--- src/rsplb_pkg.sv ---
`timescale 1ns / 1ps
// Shared types, constants and helpers for the run-length sprite line blitter.
package rsplb_pkg;

   localparam int PALETTE_ENTRIES = 256;
   localparam int SCREEN_LIMIT    = 4096;
   localparam int PAL_AW          = (PALETTE_ENTRIES > 1) ? $clog2(PALETTE_ENTRIES) : 1;

   localparam logic [7:0] ROW_END = 8'hFF;

   localparam logic signed [17:0] POS_MAX = 18'sd131071;
   localparam logic signed [17:0] POS_MIN = -18'sd131072;
   localparam logic signed [19:0] SCREEN_LIM_S = 20'(SCREEN_LIMIT);

   // CSR indexes
   localparam logic [2:0] CSR_START_X     = 3'd0;
   localparam logic [2:0] CSR_START_Y     = 3'd1;
   localparam logic [2:0] CSR_CLIP_LEFT   = 3'd2;
   localparam logic [2:0] CSR_CLIP_RIGHT  = 3'd3;
   localparam logic [2:0] CSR_CLIP_TOP    = 3'd4;
   localparam logic [2:0] CSR_CLIP_BOTTOM = 3'd5;
   localparam logic [2:0] CSR_MIRROR      = 3'd6;

   localparam logic [12:0] CLIP_RIGHT_RST  = 13'd4096;
   localparam logic [12:0] CLIP_BOTTOM_RST = 13'd4096;

   typedef enum logic [1:0] {
      PH_SKIP,
      PH_VIS,
      PH_DATA
   } phase_type;

   typedef struct packed {
      logic signed [15:0] start_x;
      logic signed [15:0] start_y;
      logic [12:0]        clip_left;
      logic [12:0]        clip_right;
      logic [12:0]        clip_top;
      logic [12:0]        clip_bottom;
      logic               mirror;
   } cfg_type;

   typedef struct packed {
      logic       action;
      logic       sprite_start;
      logic       row_start;
      logic [7:0] sprite_byte;
   } item_type;

   typedef struct packed {
      logic        emit;
      logic [11:0] x;
      logic [11:0] y;
   } draw_type;

   // Saturate a position to the 18-bit signed range.
   function automatic logic signed [17:0] pos_hold(input logic signed [19:0] v);
      logic signed [17:0] r;
      if (v > 20'(POS_MAX))
         r = POS_MAX;
      else if (v < 20'(POS_MIN))
         r = POS_MIN;
      else
         r = v[17:0];
      return r;
   endfunction

   // Clip limit: min(clip, SCREEN_LIMIT) as a signed position.
   function automatic logic signed [19:0] clip_lim(input logic [12:0] c);
      logic signed [19:0] cs;
      cs = $signed({7'd0, c});
      return (cs < SCREEN_LIM_S) ? cs : SCREEN_LIM_S;
   endfunction

   // Palette address: byte modulo PALETTE_ENTRIES, as a constant table.
   function automatic logic [PAL_AW-1:0] pal_addr(input logic [7:0] v);
      logic [PAL_AW-1:0] r;
      r = '0;
      for (int i = 0; i < 256; i++) begin
         if (v == 8'(i))
            r = PAL_AW'(i % PALETTE_ENTRIES);
      end
      return r;
   endfunction

endpackage

--- src/rle_sprite_line_blitter_unit.sv ---
`timescale 1ns / 1ps
// Top level of the run-length sprite line blitter.
//
// Takes one word per cycle while not stalled: either a palette write (action
// 0) or one byte of a run-length encoded sprite row (action 1), and emits one
// pixel word (screen x, y and 16-bit palette color) for every byte that lands
// inside the clip rectangle. The block sustains one input word per clock
// unless a drawn pixel waits on a stalled rsp_ register. A word is registered
// on accept together with its palette read, decoded against the row state in
// the next cycle, and a drawn pixel is loaded into the rsp_ register when the
// word leaves the input register. The palette RAM's registered read port is
// what sets that input stage. The rsp_ output register decouples the two
// sides: a stalled pixel blocks only the next drawn pixel, while palette
// writes and bytes that draw nothing keep flowing. Registers are written
// through the csr_ port (always ready) and must only change while no word is
// in flight.
module rle_sprite_line_blitter_unit
   import rsplb_pkg::*;
(
   input  logic        clock,
   input  logic        reset,
   // input words
   input  logic        req_valid,
   output logic        req_stall,
   input  logic        req_action,
   input  logic        req_sprite_start,
   input  logic        req_row_start,
   input  logic [7:0]  req_sprite_byte,
   input  logic [7:0]  req_palette_index,
   input  logic [15:0] req_palette_value,
   // pixel words
   output logic        rsp_valid,
   input  logic        rsp_stall,
   output logic [11:0] rsp_pixel_x,
   output logic [11:0] rsp_pixel_y,
   output logic [15:0] rsp_color,
   // register writes
   input  logic        csr_valid,
   output logic        csr_ready,
   input  logic [2:0]  csr_index,
   input  logic [15:0] csr_data
);

   cfg_type     cfg_ff;
   item_type    item_ff;
   logic        s1_valid_ff;
   logic        out_valid_ff;
   logic [11:0] out_x_ff, out_y_ff;
   logic [15:0] out_color_ff;
   logic [15:0] pal_rd_data;
   draw_type    draw;
   logic        req_accept, s1_go, out_free;

   // ---- configuration registers ----
   assign csr_ready = 1'b1;

   always_ff @(posedge clock) begin
      if (reset) begin
         cfg_ff.start_x     <= '0;
         cfg_ff.start_y     <= '0;
         cfg_ff.clip_left   <= '0;
         cfg_ff.clip_right  <= CLIP_RIGHT_RST;
         cfg_ff.clip_top    <= '0;
         cfg_ff.clip_bottom <= CLIP_BOTTOM_RST;
         cfg_ff.mirror      <= 1'b0;
      end else if (csr_valid && csr_ready) begin
         unique case (csr_index)
            CSR_START_X:     cfg_ff.start_x     <= csr_data;
            CSR_START_Y:     cfg_ff.start_y     <= csr_data;
            CSR_CLIP_LEFT:   cfg_ff.clip_left   <= csr_data[12:0];
            CSR_CLIP_RIGHT:  cfg_ff.clip_right  <= csr_data[12:0];
            CSR_CLIP_TOP:    cfg_ff.clip_top    <= csr_data[12:0];
            CSR_CLIP_BOTTOM: cfg_ff.clip_bottom <= csr_data[12:0];
            CSR_MIRROR:      cfg_ff.mirror      <= csr_data[0];
            default: ;
         endcase
      end
   end

   // ---- handshake ----
   // Stage 1 moves on unless it draws a pixel and the output register is held.
   assign out_free   = !out_valid_ff || !rsp_stall;
   assign s1_go      = s1_valid_ff && (!draw.emit || out_free);
   assign req_stall  = s1_valid_ff && !s1_go;
   assign req_accept = req_valid && !req_stall;

   // ---- palette: write and read both happen on accept ----
   rsplb_palette u_palette (
      .clock   (clock),
      .wr_en   (req_accept && !req_action),
      .wr_addr (pal_addr(req_palette_index)),
      .wr_data (req_palette_value),
      .rd_en   (req_accept && req_action),
      .rd_addr (pal_addr(req_sprite_byte)),
      .rd_data (pal_rd_data)
   );

   // ---- input register ----
   always_ff @(posedge clock) begin
      if (reset)
         s1_valid_ff <= 1'b0;
      else if (req_accept)
         s1_valid_ff <= 1'b1;
      else if (s1_go)
         s1_valid_ff <= 1'b0;
   end

   always_ff @(posedge clock) begin
      if (req_accept) begin
         item_ff.action       <= req_action;
         item_ff.sprite_start <= req_sprite_start;
         item_ff.row_start    <= req_row_start;
         item_ff.sprite_byte  <= req_sprite_byte;
      end
   end

   // ---- row decode ----
   rsplb_row_decoder u_decoder (
      .clock   (clock),
      .reset   (reset),
      .advance (s1_go),
      .item    (item_ff),
      .cfg     (cfg_ff),
      .draw    (draw)
   );

   // ---- output register ----
   always_ff @(posedge clock) begin
      if (reset)
         out_valid_ff <= 1'b0;
      else if (s1_go && draw.emit)
         out_valid_ff <= 1'b1;
      else if (!rsp_stall)
         out_valid_ff <= 1'b0;
   end

   always_ff @(posedge clock) begin
      if (s1_go && draw.emit) begin
         out_x_ff     <= draw.x;
         out_y_ff     <= draw.y;
         out_color_ff <= pal_rd_data;
      end
   end

   assign rsp_valid   = out_valid_ff;
   assign rsp_pixel_x = out_x_ff;
   assign rsp_pixel_y = out_y_ff;
   assign rsp_color   = out_color_ff;

endmodule

--- src/rsplb_palette.sv ---
`timescale 1ns / 1ps
// Palette memory: one write port, one registered read port.
module rsplb_palette
   import rsplb_pkg::*;
(
   input  logic              clock,
   input  logic              wr_en,
   input  logic [PAL_AW-1:0] wr_addr,
   input  logic [15:0]       wr_data,
   input  logic              rd_en,
   input  logic [PAL_AW-1:0] rd_addr,
   output logic [15:0]       rd_data
);

   logic [15:0] mem [PALETTE_ENTRIES];
   logic [15:0] rd_data_ff;

   always_ff @(posedge clock) begin
      if (wr_en)
         mem[wr_addr] <= wr_data;
      if (rd_en)
         rd_data_ff <= mem[rd_addr];
   end

   assign rd_data = rd_data_ff;

endmodule

--- src/rsplb_row_decoder.sv ---
`timescale 1ns / 1ps
// Row state and per-byte decode: skip/visible/data phases with clipping.
module rsplb_row_decoder
   import rsplb_pkg::*;
(
   input  logic     clock,
   input  logic     reset,
   input  logic     advance,
   input  item_type item,
   input  cfg_type  cfg,
   output draw_type draw
);

   logic signed [17:0] cursor_x_ff, cursor_x_in;
   logic signed [17:0] row_y_ff, row_y_in;
   phase_type          phase_ff, phase_in;
   logic [7:0]         lead_left_ff, lead_left_in;
   logic [7:0]         draw_left_ff, draw_left_in;
   logic               row_done_ff, row_done_in;

   always_ff @(posedge clock) begin
      if (reset) begin
         cursor_x_ff  <= '0;
         row_y_ff     <= '0;
         phase_ff     <= PH_SKIP;
         lead_left_ff <= '0;
         draw_left_ff <= '0;
         row_done_ff  <= 1'b1;
      end else if (advance) begin
         cursor_x_ff  <= cursor_x_in;
         row_y_ff     <= row_y_in;
         phase_ff     <= phase_in;
         lead_left_ff <= lead_left_in;
         draw_left_ff <= draw_left_in;
         row_done_ff  <= row_done_in;
      end
   end

   always_comb begin : decode
      logic signed [19:0] cx, cnt, lead, xmin, xmax, ymax, ytop, ry, bs;
      logic               fin, pair_end;
      phase_type          ph;
      xmin     = $signed({7'd0, cfg.clip_left});
      xmax     = clip_lim(cfg.clip_right);
      ymax     = clip_lim(cfg.clip_bottom);
      ytop     = $signed({7'd0, cfg.clip_top});
      bs       = $signed({12'd0, item.sprite_byte});
      cx       = 20'(cursor_x_ff);
      ry       = 20'(row_y_ff);
      cnt      = '0;
      lead     = '0;
      fin      = row_done_ff;
      pair_end = 1'b0;
      ph       = phase_ff;

      row_y_in     = row_y_ff;
      phase_in     = phase_ff;
      lead_left_in = lead_left_ff;
      draw_left_in = draw_left_ff;
      draw         = '0;

      if (item.action) begin
         // Row start: reload cursor, clear counters, check the row can draw at all.
         if (item.sprite_start || item.row_start) begin
            if (item.sprite_start)
               row_y_in = 18'(cfg.start_y);
            else if (row_y_ff != POS_MAX)
               row_y_in = row_y_ff + 18'sd1;
            cx           = 20'(cfg.start_x);
            lead_left_in = '0;
            draw_left_in = '0;
            fin          = 1'b0;
            pair_end     = 1'b1;
         end
         if (pair_end) begin
            phase_in = PH_SKIP;
            ph       = PH_SKIP;
            fin      = cfg.mirror ? !(cx > xmin) : !(cx < xmax);
            pair_end = 1'b0;
         end

         // The byte that opens a row is also that row's first skip count.
         if (!fin) begin
            unique case (ph)
               PH_SKIP: begin
                  if (item.sprite_byte == ROW_END) begin
                     fin = 1'b1;
                  end else if (cfg.mirror) begin
                     cx = 20'(pos_hold(cx - bs));
                     if (cx <= xmin) fin = 1'b1;
                     else            phase_in = PH_VIS;
                  end else begin
                     cx = 20'(pos_hold(cx + bs));
                     if (cx >= xmax) fin = 1'b1;
                     else            phase_in = PH_VIS;
                  end
               end
               PH_VIS: begin
                  cnt = bs;
                  if (cnt == 20'sd0) begin
                     pair_end = 1'b1;
                  end else begin
                     if (cfg.mirror) begin
                        if (cx - cnt >= xmax) begin
                           lead = cnt;
                           cnt  = '0;
                           cx   = 20'(pos_hold(cx - bs));
                        end else begin
                           if (cx > xmax) begin
                              lead = cx - xmax;
                              cnt  = cnt - lead;
                              cx   = xmax;
                           end
                           if (cx - cnt < xmin) cnt = cx - xmin;
                        end
                     end else begin
                        if (cx + cnt <= xmin) begin
                           lead = cnt;
                           cnt  = '0;
                           cx   = 20'(pos_hold(cx + bs));
                        end else begin
                           if (cx < xmin) begin
                              lead = xmin - cx;
                              cnt  = cnt - lead;
                              cx   = xmin;
                           end
                           if (cx + cnt > xmax) cnt = xmax - cx;
                        end
                     end
                     if (cnt < 20'sd0) cnt = '0;
                     lead_left_in = lead[7:0];
                     draw_left_in = cnt[7:0];
                     if (lead[7:0] == 8'd0 && cnt[7:0] == 8'd0)
                        pair_end = 1'b1;
                     else
                        phase_in = PH_DATA;
                  end
               end
               PH_DATA: begin
                  if (lead_left_ff != 8'd0) begin
                     lead_left_in = lead_left_ff - 8'd1;
                     if (lead_left_in == 8'd0 && draw_left_ff == 8'd0)
                        pair_end = 1'b1;
                  end else if (draw_left_ff == 8'd0) begin
                     pair_end = 1'b1;
                  end else begin
                     if (cfg.mirror) begin
                        cx     = 20'(pos_hold(cx - 20'sd1));
                        draw.x = cx[11:0];
                     end else begin
                        draw.x = cx[11:0];
                        cx     = 20'(pos_hold(cx + 20'sd1));
                     end
                     draw_left_in = draw_left_ff - 8'd1;
                     draw.y       = row_y_ff[11:0];
                     draw.emit    = (ry >= ytop) && (ry < ymax);
                     if (draw_left_in == 8'd0)
                        pair_end = 1'b1;
                  end
               end
               default: begin
                  phase_in = PH_SKIP;
               end
            endcase
            // End of a pair: continue only while the cursor is inside the window.
            if (pair_end) begin
               phase_in = PH_SKIP;
               if (cfg.mirror ? !(cx > xmin) : !(cx < xmax))
                  fin = 1'b1;
            end
         end
      end

      cursor_x_in = cx[17:0];
      row_done_in = fin;
   end

endmodule

--- config.mk ---
export PLATFORM = sky130hd
export DESIGN_NAME = rle_sprite_line_blitter_unit
export DESIGN_NICKNAME = d
export VERILOG_FILES = /design/src/rsplb_pkg.sv /design/src/rle_sprite_line_blitter_unit.sv /design/src/rsplb_palette.sv /design/src/rsplb_row_decoder.sv
export SDC_FILE = /design/constraint.sdc
export NUM_CORES = 2
export LEC_CHECK = 0
export ABC_AREA = 0
export BUFFER_PORTS_ARGS = -buffer_cell sky130_fd_sc_hd__buf_4
export CAP_MARGIN = 0
export CORE_UTILIZATION = 35
export DETAILED_ROUTE_END_ITERATION = 10
export PLACE_DENSITY_LB_ADDON = 0.05
export SLEW_MARGIN = 20
export SYNTH_ARGS = -nofsm -noshare
export SYNTH_HDL_FRONTEND = slang
export SYNTH_SLANG_ARGS = --single-unit
--- constraint.sdc ---
create_clock -name clock -period 14.4 [get_ports clock]
set_clock_uncertainty 0.15 [all_clocks]
set_input_delay 1.44 -clock clock [delete_from_list [all_inputs] [get_ports clock]]
set_output_delay 1.44 -clock clock [all_outputs]
set_load 0.1 [all_outputs]
==> impl_metrics.csv <==
group,metric,value,unit
place,hpwl,355000,um
min_path,hold_class,"flip-flop to flip-flop",
die,start_util,0.351,
yosys,synth_ff_type,"edfxtp_1",
die,core_area,0.509,mm^2
yosys,synth_top_area_frac,0.699,
power_and_ir_drop,powerDensity,138,mW/mm^2
yosys,synth-seq-cells,4305,
route,antenna_left,0,
sta,final.setup.tns,0,ps
yosys,synth_cell_type_count,107,
clocking,cts_root_buffer,"clkbuf_16",
sta,finalMaxSlewViolations,0,
grt,grt_usage,0.217,
grt,grt_max_degree,138,
clocking,cts_tree,"yes",
die,row_count,262,
sta,finalHoldViolations,0,
critical_path,critPathTopFamily,"compound AO/OA/AOI/OAI gates",
final_layout,layout_common_cells,"edfxtp_1, mux4_2, clkbuf_16",
yosys,ys_async_sr_fraction,0,
critical_path,critPathMaxFanout,35,
place,port_buffers,100,
die,dieArea,0.514,mm^2
final_layout,area_growth,14.6,%
grt,grt_pass1_wl,783000,um
critical_path,endpoint_kind,"flip-flop",
sta,min_period_over_period,0.762,
route,vias_per_cell,5.56,
clocking,cts_num_sinks,4305,
sta,timing_worst_slew_pin_value,1220,ps
grt,grt_antenna_before_repair,40,
clocking,cts_resized,0,
yosys,synth.avg_cell_area,19.4,um^2
route,num_vias,93390,
power_and_ir_drop,ir_worst_vdd,0.000107,V
route,drt_pass1_iterations,7,
die,die_h,717,um
sta,fmax,91.2,MHz
yosys,syn-cell-area,0.179,mm^2
outcome,outcome,"complete, no violations",
clocking,ctsHoldBuffers,0,
clocking,postCtsSetupRepairBufs,0,
critical_path,crit_arrival,11750,ps
die,io_pins,102,
clocking,cts_max_level,5,
grt,grt-ovfl-total,0,
critical_path,cp_slowest_stage_delay,720,ps
grt,grt_pass1_vias,95570,
place,place.gp.congestion,0.911,
sta,final-setup-viol-count,0,
sta,fin_crit,10970,ps
final_layout,nets,9979,
critical_path,start_kind,"flip-flop",
critical_path,critPathBufInv,5,
clocking,insertion_delay,1060,ps
route,drc,0,
yosys,netlist_instances,9198,
die,fp.dieW,717,um
power_and_ir_drop,power_leakage,64.1,nW
final_layout,drive_gt1_frac,0.274,
yosys,ys_seq_area_frac,0.715,
yosys,synth_edf_count,4163,
clocking,path_clk_slew,60,ps
clocking,cts_made_buffers,471,
place,dpl_cell_area,0.190,mm^2
sta,slew_headroom,0.182,
critical_path,cp.required,15180,ps
sta,rsz0062_at_grt,"false",
route,dr.first_iter.drc_count,9233,
power_and_ir_drop,finalPower,28.3,mW
job,drv_cap,0,
route,routedWlPerCell,33.5,um
yosys,synth_area_leaders,"edfxtp_1, mux4_2, ha_1, dfxtp_1, nor2_1",
final_layout,design_area,0.205,mm^2
critical_path,worstSetupPathType,"flip-flop to flip-flop",
final_layout,mostFrequentLayoutCell,"edfxtp_1",
yosys,yosys.area.top_type,"edfxtp_1",
critical_path,crit_slowest_cell,"o21ai_0",
clocking,cts_buffer_depth,4,
yosys,ys_warn_count,0,
route,wl,563000,um
-- registers in the layout, indices dropped and copies added, names as in the netlist --
signal / count
item_ff: 11
u_decoder.phase_ff: 2
s1_valid_ff: 1
rsp_pixel_y: 12
rsp_color: 16
rsp_valid: 1
u_decoder.lead_left_ff: 8
u_decoder.cursor_x_ff: 18
u_decoder.draw_left_ff: 8
u_palette.mem: 4096
u_decoder.row_y_ff: 18
cfg_ff: 85
u_palette.rd_data: 16
rsp_pixel_x: 12
u_decoder.row_done_ff: 1
-- per-stage QoR --
stage                util  hold WS (ps)  setup slack, ps  std cells
global route        0.403           273             2670      16769
floorplan               -           250             5410       9199
global placement    0.374           253             3510      15914
CTS                 0.403           269             3660      16765
finish              0.403           268             3430      16785
detailed placement  0.374           260             3710      15915
-- logic make-up after synthesis --
family / count (synthesis) / share of synthesized area
adders and majority gates: 263 / 0.0188
xor gates and xnor gates: 111 / 0.00544
muxes: 1420 / 0.175
buffers and inverters: 636 / 0.0135
and+or+nand+nor: 1446 / 0.0363
other: 2 / 0.0000420
AOI/OAI and AO/OA: 1015 / 0.0362
DFF: 4305 / 0.715
-- layer usage --
layer	vias to the layer above	track usage	part of all wire
met5	-	0	0.00014
met4	12	0.0469	0.024
met3	688	0.0317	0.053
met2	2853	0.342	0.46
met1	50817	0.320	0.46
li1	39020	-	-
-- worst register-to-register path: cells and delay by family (launching register included) --
kind | cells | cell delay [ps]
xor+xnor | 1 | 150
mux | 2 | 600
flops | 1 | 350
fa+ha+maj | 3 | 1310
buf+inv | 5 | 1820
simple gates | 6 | 1370
compound gates | 17 | 5120
-- final timing paths --
path / startpoint / endpoint / slack [ps] / cells past startpoint
setup / recovery: item_ff[8] / u_decoder.phase_ff[1] / 3430 / 34
hold / removal: u_palette.rd_data[11] / rsp_color[11] / 270 / 0
setup reg to reg: item_ff[8] / u_decoder.phase_ff[1] / 3430 / 34
hold reg to reg: u_palette.rd_data[11] / rsp_color[11] / 270 / 0
-- synthesized netlist by cell type (all sizes together), types with 31 or more instances --
cell,number
inv,145
nor2b,37
a211oi,31
nand2b,42
a21oi,333
nor3,68
o21ai,237
clkbuf,368
and3,33
and2,42
xnor2,82
mux4,1360
mux2i,50
o21a,33
dfxtp,142
a21o,73
ha,251
edfxtp,4163
nand2,464
nand3,77
nand4,37
nor2,543
buf,119
-- final cells by class --
cell class / instances / area, um^2
multi-input combinational: 4258 / 49500
sequential: 4305 / 128000
clock inverter: 258 / 2300
timing repair buffer: 474 / 4000
inverter: 149 / 559
clock buffer: 592 / 12400
fill: 45426 / 304000
antenna: 17 / 42.5
tap: 6732 / 8420
-- power by group --
part           total [mW]  internal, mW  switching (mW)  leakage (nW)
combinational        2.88          1.03            1.86          18.4
sequential           13.8          13.8          0.0180          38.5
clock                11.6          6.62            5.00          7.13
No activity file was read; power rests on OpenSTA's default activity.
